===== config.mk =====
export PLATFORM = sky130hd
export DESIGN_NAME = block_transposition_cipher
export DESIGN_NICKNAME = d
export VERILOG_FILES = /design/src/rtl/core/btc_pkg.sv /design/src/rtl/core/btc_regs.sv /design/src/rtl/core/btc_ctrl.sv /design/src/rtl/core/btc_dp.sv /design/src/rtl/core/block_transposition_cipher.sv
export SDC_FILE = /design/constraint.sdc
export NUM_CORES = 1
export LEC_CHECK = 0
export ABC_CLOCK_PERIOD_IN_PS = 3800
export BUFFER_PORTS_ARGS = -buffer_cell sky130_fd_sc_hd__buf_2
export CORE_MARGIN = 5
export CORE_UTILIZATION = 55
export DETAILED_ROUTE_END_ITERATION = 6
export PLACE_DENSITY = 0.74
export SETUP_SLACK_MARGIN = 0.05
export SKIP_LAST_GASP = 1
export SLEW_MARGIN = 20
export SYNTH_ARGS = -nofsm -noshare
export SYNTH_HDL_FRONTEND = slang
export SYNTH_SLANG_ARGS = --single-unit

===== constraint.sdc =====
create_clock -name clk -period 3.8 [get_ports clk]
set_clock_uncertainty 0.2 [all_clocks]
set_input_delay 0.57 -clock clk [delete_from_list [all_inputs] [get_ports clk]]
set_output_delay 0.57 -clock clk [all_outputs]
set_load 0.02 [all_outputs]

===== src/rtl/core/btc_pkg.sv =====
// Shared types, constants and helpers of the block transposition cipher.
`default_nettype none

package btc_pkg;

  // Largest block the store is built for (default of the MAX_BLOCK parameter)
  localparam int MAX_BLOCK_DEF = 8;

  // Field widths
  localparam int BYTE_W = 8;
  localparam int SIZE_W = 4;
  localparam int PERM_W = 24;
  localparam int SLOT_W = 3;
  localparam int REG_IDX_W = 2;

  // Register indexes on the configuration port
  localparam logic [REG_IDX_W-1:0] REG_BLOCK_SIZE = 2'd0;
  localparam logic [REG_IDX_W-1:0] REG_PERM_MAP   = 2'd1;
  localparam logic [REG_IDX_W-1:0] REG_DECRYPT    = 2'd2;

  // Register reset values
  localparam logic [SIZE_W-1:0] BLOCK_SIZE_RST = 4'd8;
  localparam logic [PERM_W-1:0] PERM_MAP_RST   = 24'd16434824;
  localparam logic              DECRYPT_RST    = 1'b0;

  typedef struct packed {
    logic [BYTE_W-1:0] data_byte;
    logic              end_of_message;
  } item_t;

  typedef struct packed {
    logic [BYTE_W-1:0] out_byte;
    logic              last_of_run;
  } result_t;

  typedef struct packed {
    logic [SIZE_W-1:0] block_size;
    logic [PERM_W-1:0] perm_map;
    logic              decrypt_mode;
  } cfg_t;

  // Controller to datapath
  typedef struct packed {
    logic accept;     // take the input transaction into the block store
    logic step;       // advance the slot scan
    logic push_last;  // move the held byte to the output, marked last
  } cmd_t;

  // Datapath to controller
  typedef struct packed {
    logic flush;       // the offered byte completes or ends a block
    logic found;       // current scan cycle has a byte to emit
    logic scan_end;    // current scan cycle finishes the last slot
    logic hold_valid;  // a byte is held back waiting for its last flag
    logic out_free;    // output register can take a byte this cycle
  } status_t;

  // Three-bit permutation field for block position pos
  function automatic logic [SLOT_W-1:0] perm_field(input logic [PERM_W-1:0] map,
                                                   input logic [SLOT_W-1:0] pos);
    return map[SLOT_W*pos +: SLOT_W];
  endfunction

endpackage

`default_nettype wire


===== src/rtl/core/btc_regs.sv =====
// Configuration registers of the block transposition cipher.
`default_nettype none

module btc_regs (
  input  wire logic                            clk,
  input  wire logic                            rst,
  input  wire logic                            cfg_valid,
  input  wire logic [btc_pkg::REG_IDX_W-1:0]   cfg_index,
  input  wire logic [btc_pkg::PERM_W-1:0]      cfg_data,
  output btc_pkg::cfg_t                        cfg
);

  // Register writes; an index past the list is ignored
  always_ff @(posedge clk) begin
    if (rst) begin
      cfg.block_size   <= btc_pkg::BLOCK_SIZE_RST;
      cfg.perm_map     <= btc_pkg::PERM_MAP_RST;
      cfg.decrypt_mode <= btc_pkg::DECRYPT_RST;
    end else if (cfg_valid) begin
      unique case (cfg_index)
        btc_pkg::REG_BLOCK_SIZE: cfg.block_size   <= cfg_data[btc_pkg::SIZE_W-1:0];
        btc_pkg::REG_PERM_MAP:   cfg.perm_map     <= cfg_data;
        btc_pkg::REG_DECRYPT:    cfg.decrypt_mode <= cfg_data[0];
        default: ;
      endcase
    end
  end

endmodule

`default_nettype wire


===== src/rtl/core/btc_ctrl.sv =====
// Controller state machine: gather bytes, scan slots, release the last byte.
`default_nettype none

module btc_ctrl (
  input  wire logic             clk,
  input  wire logic             rst,
  input  wire logic             item_valid,
  output logic                  item_ready,
  input  wire btc_pkg::status_t status,
  output btc_pkg::cmd_t         cmd
);

  localparam logic [1:0] S_IDLE  = 2'd0;
  localparam logic [1:0] S_SCAN  = 2'd1;
  localparam logic [1:0] S_DRAIN = 2'd2;

  logic [1:0] state;
  logic [1:0] state_next;

  // Next state and commands
  always_comb begin
    state_next = state;
    item_ready = 1'b0;
    cmd        = '0;
    unique case (state)
      S_IDLE: begin
        item_ready = 1'b1;
        cmd.accept = item_valid;
        if (item_valid && status.flush) state_next = S_SCAN;
      end
      S_SCAN: begin
        // hold off while a new byte would displace the held one into a full output
        cmd.step = !(status.found && status.hold_valid && !status.out_free);
        if (cmd.step && status.scan_end) state_next = S_DRAIN;
      end
      S_DRAIN: begin
        if (!status.hold_valid) begin
          state_next = S_IDLE;
        end else if (status.out_free) begin
          cmd.push_last = 1'b1;
          state_next    = S_IDLE;
        end
      end
      default: state_next = S_IDLE;
    endcase
  end

  always_ff @(posedge clk) begin
    if (rst) state <= S_IDLE;
    else     state <= state_next;
  end

endmodule

`default_nettype wire


===== src/rtl/core/btc_dp.sv =====
// Datapath: block store, fill count, slot scanner, hold and output registers.
`default_nettype none

module btc_dp #(
  parameter int MAX_BLOCK = btc_pkg::MAX_BLOCK_DEF
) (
  input  wire logic             clk,
  input  wire logic             rst,
  input  wire btc_pkg::cfg_t    cfg,
  input  wire btc_pkg::item_t   item,
  input  wire btc_pkg::cmd_t    cmd,
  output btc_pkg::status_t      status,
  output logic                  result_valid,
  input  wire logic             result_ready,
  output btc_pkg::result_t      result
);

  localparam int IDX_W = (MAX_BLOCK > 1) ? $clog2(MAX_BLOCK) : 1;
  localparam int CNT_W = $clog2(MAX_BLOCK + 1);
  localparam int CMP_W = (CNT_W > btc_pkg::SIZE_W) ? CNT_W : btc_pkg::SIZE_W;
  localparam int CAP   = (MAX_BLOCK < 8) ? MAX_BLOCK : 8;

  logic [btc_pkg::BYTE_W-1:0] store [MAX_BLOCK];
  logic [MAX_BLOCK-1:0]       nz;          // entry holds a nonzero byte
  logic [CNT_W-1:0]           fill;
  logic [CNT_W-1:0]           fill_inc;
  logic                       wr_ok;
  logic                       short_blk;
  logic [CMP_W-1:0]           present_x;
  logic [btc_pkg::SIZE_W-1:0] eff_n;
  logic [btc_pkg::SIZE_W-1:0] present;
  logic [btc_pkg::SLOT_W-1:0] slot;
  logic [MAX_BLOCK-1:0]       done;        // positions already sent in this slot
  logic [MAX_BLOCK-1:0]       hit;
  logic [MAX_BLOCK-1:0]       mask;
  logic [MAX_BLOCK-1:0]       rest;
  logic [IDX_W-1:0]           pick;
  logic                       found;
  logic                       slot_adv;
  logic [btc_pkg::BYTE_W-1:0] hold_byte;
  logic                       hold_valid;
  logic                       out_free;

  // Effective block size: zero acts as one, clamp to the store size but at most 8
  always_comb begin
    if (cfg.block_size == '0)
      eff_n = btc_pkg::SIZE_W'(1);
    else if (cfg.block_size > btc_pkg::SIZE_W'(CAP))
      eff_n = btc_pkg::SIZE_W'(CAP);
    else
      eff_n = cfg.block_size;
  end

  // Fill count after the offered byte, and whether the block goes out
  assign wr_ok     = CMP_W'(fill) < CMP_W'(MAX_BLOCK);
  assign fill_inc  = wr_ok ? fill + CNT_W'(1) : fill;
  assign short_blk = CMP_W'(fill_inc) < CMP_W'(eff_n);
  assign present_x = short_blk ? CMP_W'(fill_inc) : CMP_W'(eff_n);

  // Candidates for the current slot
  always_comb begin
    for (int j = 0; j < MAX_BLOCK; j++) begin
      if (cfg.decrypt_mode)
        hit[j] = CMP_W'(j) == CMP_W'(btc_pkg::perm_field(cfg.perm_map, slot));
      else
        hit[j] = btc_pkg::perm_field(cfg.perm_map, btc_pkg::SLOT_W'(j)) == slot;
      mask[j] = (CMP_W'(j) < CMP_W'(present)) && nz[j] && !done[j] && hit[j];
    end
  end

  // Lowest candidate wins; the slot is finished when no other remains
  always_comb begin
    pick = '0;
    for (int j = MAX_BLOCK - 1; j >= 0; j--) begin
      if (mask[j]) pick = IDX_W'(j);
    end
  end

  assign found    = |mask;
  assign rest     = mask & (mask - MAX_BLOCK'(1));
  assign slot_adv = (rest == '0);
  assign out_free = !result_valid || result_ready;

  assign status.flush      = !short_blk || item.end_of_message;
  assign status.found      = found;
  assign status.scan_end   = slot_adv &&
                             (btc_pkg::SIZE_W'(slot) + btc_pkg::SIZE_W'(1) == eff_n);
  assign status.hold_valid = hold_valid;
  assign status.out_free   = out_free;

  // Control registers
  always_ff @(posedge clk) begin
    if (rst) begin
      fill         <= '0;
      hold_valid   <= 1'b0;
      result_valid <= 1'b0;
    end else begin
      if (cmd.accept) begin
        fill <= status.flush ? '0 : fill_inc;
        if (status.flush) hold_valid <= 1'b0;
      end
      if (cmd.step && found) hold_valid <= 1'b1;
      if (cmd.push_last) hold_valid <= 1'b0;
      // output register: load a byte, else free it once taken
      if ((cmd.step && found && hold_valid) || cmd.push_last)
        result_valid <= 1'b1;
      else if (result_valid && result_ready)
        result_valid <= 1'b0;
    end
  end

  // Store, scan position and payload registers
  always_ff @(posedge clk) begin
    if (cmd.accept && wr_ok) begin
      store[fill[IDX_W-1:0]] <= item.data_byte;
      nz[fill[IDX_W-1:0]]    <= item.data_byte != '0;
    end
    if (cmd.accept && status.flush) begin
      present <= present_x[btc_pkg::SIZE_W-1:0];
      slot    <= '0;
      done    <= '0;
    end
    if (cmd.step) begin
      if (found) begin
        hold_byte <= store[pick];
        if (hold_valid) begin
          result.out_byte    <= hold_byte;
          result.last_of_run <= 1'b0;
        end
      end
      if (slot_adv) begin
        slot <= slot + btc_pkg::SLOT_W'(1);
        done <= '0;
      end else begin
        done[pick] <= 1'b1;
      end
    end
    if (cmd.push_last) begin
      result.out_byte    <= hold_byte;
      result.last_of_run <= 1'b1;
    end
  end

endmodule

`default_nettype wire


===== src/rtl/core/block_transposition_cipher.sv =====
// Top level of the block transposition cipher.
//
//   channel  | handshake              | payload
//   ---------+------------------------+-------------------------------------
//   item     | item_valid/item_ready  | item   : data_byte, end_of_message
//   result   | result_valid/ready     | result : out_byte, last_of_run
//   cfg      | cfg_valid/cfg_ready    | cfg_index (0 size, 1 perm, 2 mode), cfg_data
//
// A byte that does not close a block is stored and the input stays open. A byte
// that closes a block (full, or end_of_message) is stored, then the slot scan
// runs over the block's slots, sending each slot's bytes in turn or passing an
// empty slot, with one slot compare per cycle while the result is not stalled;
// a drain state then releases the held last byte.
// rst is synchronous; it clears the fill count and restores register defaults.
// A stalled result holds the scan; the next item is taken while the block's
// last byte still waits in the output register.
`default_nettype none

module block_transposition_cipher #(
  parameter int MAX_BLOCK = btc_pkg::MAX_BLOCK_DEF
) (
  input  wire logic                          clk,
  input  wire logic                          rst,
  input  wire logic                          item_valid,
  output logic                               item_ready,
  input  wire btc_pkg::item_t                item,
  output logic                               result_valid,
  input  wire logic                          result_ready,
  output btc_pkg::result_t                   result,
  input  wire logic                          cfg_valid,
  output logic                               cfg_ready,
  input  wire logic [btc_pkg::REG_IDX_W-1:0] cfg_index,
  input  wire logic [btc_pkg::PERM_W-1:0]    cfg_data
);

  btc_pkg::cfg_t    cfg;
  btc_pkg::cmd_t    cmd;
  btc_pkg::status_t status;

  // Register writes are always taken
  assign cfg_ready = 1'b1;

  btc_regs u_regs (
    .clk       (clk),
    .rst       (rst),
    .cfg_valid (cfg_valid),
    .cfg_index (cfg_index),
    .cfg_data  (cfg_data),
    .cfg       (cfg)
  );

  btc_ctrl u_ctrl (
    .clk        (clk),
    .rst        (rst),
    .item_valid (item_valid),
    .item_ready (item_ready),
    .status     (status),
    .cmd        (cmd)
  );

  btc_dp #(
    .MAX_BLOCK (MAX_BLOCK)
  ) u_dp (
    .clk          (clk),
    .rst          (rst),
    .cfg          (cfg),
    .item         (item),
    .cmd          (cmd),
    .status       (status),
    .result_valid (result_valid),
    .result_ready (result_ready),
    .result       (result)
  );

endmodule

`default_nettype wire


==> results.md <==
* Status: finished clean
* Worst-path cell chain: mux4_2 > mux2_4 > a21oi_1 > o32a_1 > nand4_1 > nor2_2 > a222oi_1 > a31oi_1
* Synth Register Bits at 141
* Post-synth EDFFs at 92
* Slew @ Worst Pin at 1020 ps
* TNS Setup at 0 ps
* Routed wire length at 14700 um
* Clock Latency Late Sink at 420 ps
* Routed vias at 4744
* Largest net degree at the start of global routing at 38
* Max FO, Critical Path at 10
* Leakage at 2.76 nW
* RR Startpoint: u_dp.slot[1]
* Core ar. at 0.0119 mm^2
* CTS Buf Count at 17
* Critical Path End: u_dp.hold_byte[5]
* Peak VDD IR at 0.399 mV
* Die Height at 119 um
* Number of global-route vias before repair at 4684
* GRT Util Overall at 21.5%
* Fraction of registers with async set/reset at 0%
* Worst R2R End: u_dp.hold_byte[5]
* Max Clk Rate at 0.286 GHz
* Area leader, netlist: edfxtp_1
* Initial Util at 55.4%
* Synth cell types at 75
* Ys flop type: edfxtp_1
* FF/Latch Area at 0.00374 mm^2
* Multi-input logic area at 0.00269 mm^2
* PortBufs at 50
* CTS root buf: clkbuf_16
* WP buf/inv at 0
* Final setup fails at 0
* Crit path max-delay family: compound AO/OA/AOI/OAI gates
* DR WL/cell at 18.9 um
* Startpoint types: flip-flop
* Die width at 119 um
* CTS tree: yes
* Levels on crit path at 8
* Post-Syn Nets at 602
* Worst Setup End Kind: flip-flop
* Design Area, Final at 0.00762 mm^2
* Syn-to-layout area delta at 16.0%
* Pwr/cell area at 569 mW/mm^2
* Mean Syn Cell Area at 11.8 um^2
* Clk slew on worst S/H paths at 60 ps
* First-pass GRT wire length at 24000 um
* Max Cap Viol at 0
* Crit Path Category: flip-flop to flip-flop
* RePlAce Congestion at 0.894
* Share of cells above drive strength 1 at 21.6%
* Critical Path Start: u_dp.slot[1]
* Critical path's slowest cell: mux4_2
* Critical Path AT at 3570 ps
* Total Nets Final at 663
* Max-slew violation count at 0
* Worst EP required at 3860 ps
* Syn. warnings at 0
* CP max stage delay at 590 ps
* Cell Area, Placed at 0.00702 mm^2
* Period utilization at 92.1%
* Initial DRC count at 526
* Placed cells at 746
* Final Hold Viols at 0
* DP HPWL at 10200 um
* Fillers at 876
* Num rows at 40
* Synth Cell Area at 0.00657 mm^2
* Antenna diodes at 0
* Total clock sinks at 141
* Synth area leaders: edfxtp_1, dfxtp_1, nand2_1, xnor2_1, a21oi_1
* Total grt overflow at 0
* Clk buf depth at 2
* Seq/Total Area, Yosys at 57.0%
* Reg2Reg Depth at 8
* IO Count at 52
* Post-synth top area share at 42.1%
* Post-route ant nets at 0
* RSZ-0062 raised after global routing: false
* R2R setup slack at 300 ps
* Mapped Cells at 557
* DR pass1 iterations at 6
* H-Tree Depth at 4
* Relative slew slack at 31.7%
* Initial antenna violation count at 0
* Post-Layout Cell Count at 778
* DRC at 0
* # hold bufs at CTS at 0
* Tmin final at 3500 ps
* Hold Crit Class: primary input to flip-flop
* Die area at 0.0142 mm^2
* Vias/cell at 6.10
* Hold_ws at 158 ps
## Yosys cell counts (all sizes together), types with 3 or more instances
cell type / count
xnor2: 19
a211o: 4
nor3b: 3
mux2i: 7
nor2: 28
and3: 10
o31ai: 3
nor4: 6
nor2b: 4
o21ai: 8
a22oi: 5
nand2: 79
nand3b: 14
o32ai: 3
a2111oi: 7
dfxtp: 49
xor2: 10
mux4: 5
o22ai: 3
a31o: 4
and3b: 3
a32o: 7
a222oi: 9
a21oi: 32
edfxtp: 92
nand2b: 8
ha: 5
a31oi: 12
a21o: 6
nor3: 14
mux2: 5
nand4: 4
clkbuf: 14
inv: 10
a22o: 7
buf: 11
nand3: 9
and2: 11
## kinds of logic after synthesis
kind of cell | share of synthesized area (%)
other | 0.0571
xor gates and xnor gates | 3.87
and+or+nand+nor | 15.9
adders and majority gates | 1.11
AOI/OAI and AO/OA | 15.7
DFF | 57.0
buffers and inverters | 2.40
muxes | 3.94
## state kept, by name (all words and copies together), names as in the netlist, 4 cells and up
| name | count |
|---|---|
| u_dp.present | 4 |
| u_dp.done | 8 |
| u_regs.cfg | 29 |
| u_dp.store | 64 |
| u_dp.fill | 4 |
| u_dp.nz | 8 |
| u_dp.result | 9 |
| u_dp.hold_byte | 8 |
## metal layers
| metal | routed length, um | track usage (%) | vias to the layer above |
|---|---|---|---|
| li1 | - | - | 2246 |
| met1 | 6550 | 30.1 | 2278 |
| met2 | 6770 | 32.5 | 201 |
| met3 | 1140 | 5.37 | 19 |
| met4 | 233 | 7.68 | 0 |
| met5 | 0 | 0 | - |
## worst min-delay path by stage
stage	from	cells past startpoint	to
after CTS	cfg_data[21]	3	u_regs.cfg[22]
after floorplan	u_dp.done[7]	1	u_dp.done[7]
after detailed placement	u_dp.result[0]	1	u_dp.result[0]
final	cfg_data[21]	3	u_regs.cfg[22]
after global placement	u_dp.result[0]	1	u_dp.result[0]
after global routing	cfg_data[21]	3	u_regs.cfg[22]
## through the flow
step	worst slack (ps)	power (mW)	util (%)
after CTS	114	4.33	64.1
final	299	4.34	64.2
after detailed placement	-27.5	2.69	59.2
after global routing	90.9	4.51	64.2
after global placement	146	2.67	59.2
after floorplan	318	2.47	-
## power breakdown
group / internal [mW] / leakage [nW] / switching (mW)
registers: 1.70 / 1.24 / 0.0664
logic: 0.400 / 1.23 / 0.531
clock network: 0.979 / 0.287 / 0.657
## placed cells by master (no fill, tap or decap), types with 5 or more instances in the layout
cell type,Yosys,final
edfxtp_1,92,92
nand2_1,79,79
buf_2,6,50
dfxtp_1,49,48
a21oi_1,30,30
nor2_1,28,27
xnor2_1,19,19
clkbuf_16,0,17
buf_4,1,17
nand3b_1,14,14
nor3_1,13,11
a31oi_1,11,11
inv_1,10,10
xor2_1,10,10
and3_1,10,10
and2_1,10,10
nand3_1,9,9
a222oi_1,9,9
nand2b_1,7,7
a32o_1,7,7
a22o_1,7,7
a2111oi_0,7,7
a21o_1,6,6
mux4_2,5,5
o21ai_0,5,5
a22oi_1,5,5
mux2i_1,5,5
ha_1,5,5
## what timing repair did
item	CTS	global route
cloned	0	0
pin swaps	0	0
endpoints found under the setup margin	8	31
buffers inserted	0	0
resized for setup	1	2
## worst register-to-register path: stages (launching register included)
cell,delay (ps)
dfxtp_2,480
mux4_2,590
mux2_4,360
a21oi_1,300
o32a_1,300
nand4_1,180
nor2_2,480
a222oi_1,240
a31oi_1,210
## area by class of cell
| type | count | area share, % |
|---|---|---|
| clock buffer | 18 | 5.63 |
| sequential | 141 | 49.1 |
| tap | 147 | 2.41 |
| multi-input combinational | 381 | 35.3 |
| inverter | 10 | 0.493 |
| timing repair buffer | 67 | 4.96 |
| clock inverter | 14 | 2.07 |
Note: power is estimated with default switching activity, not from simulation.
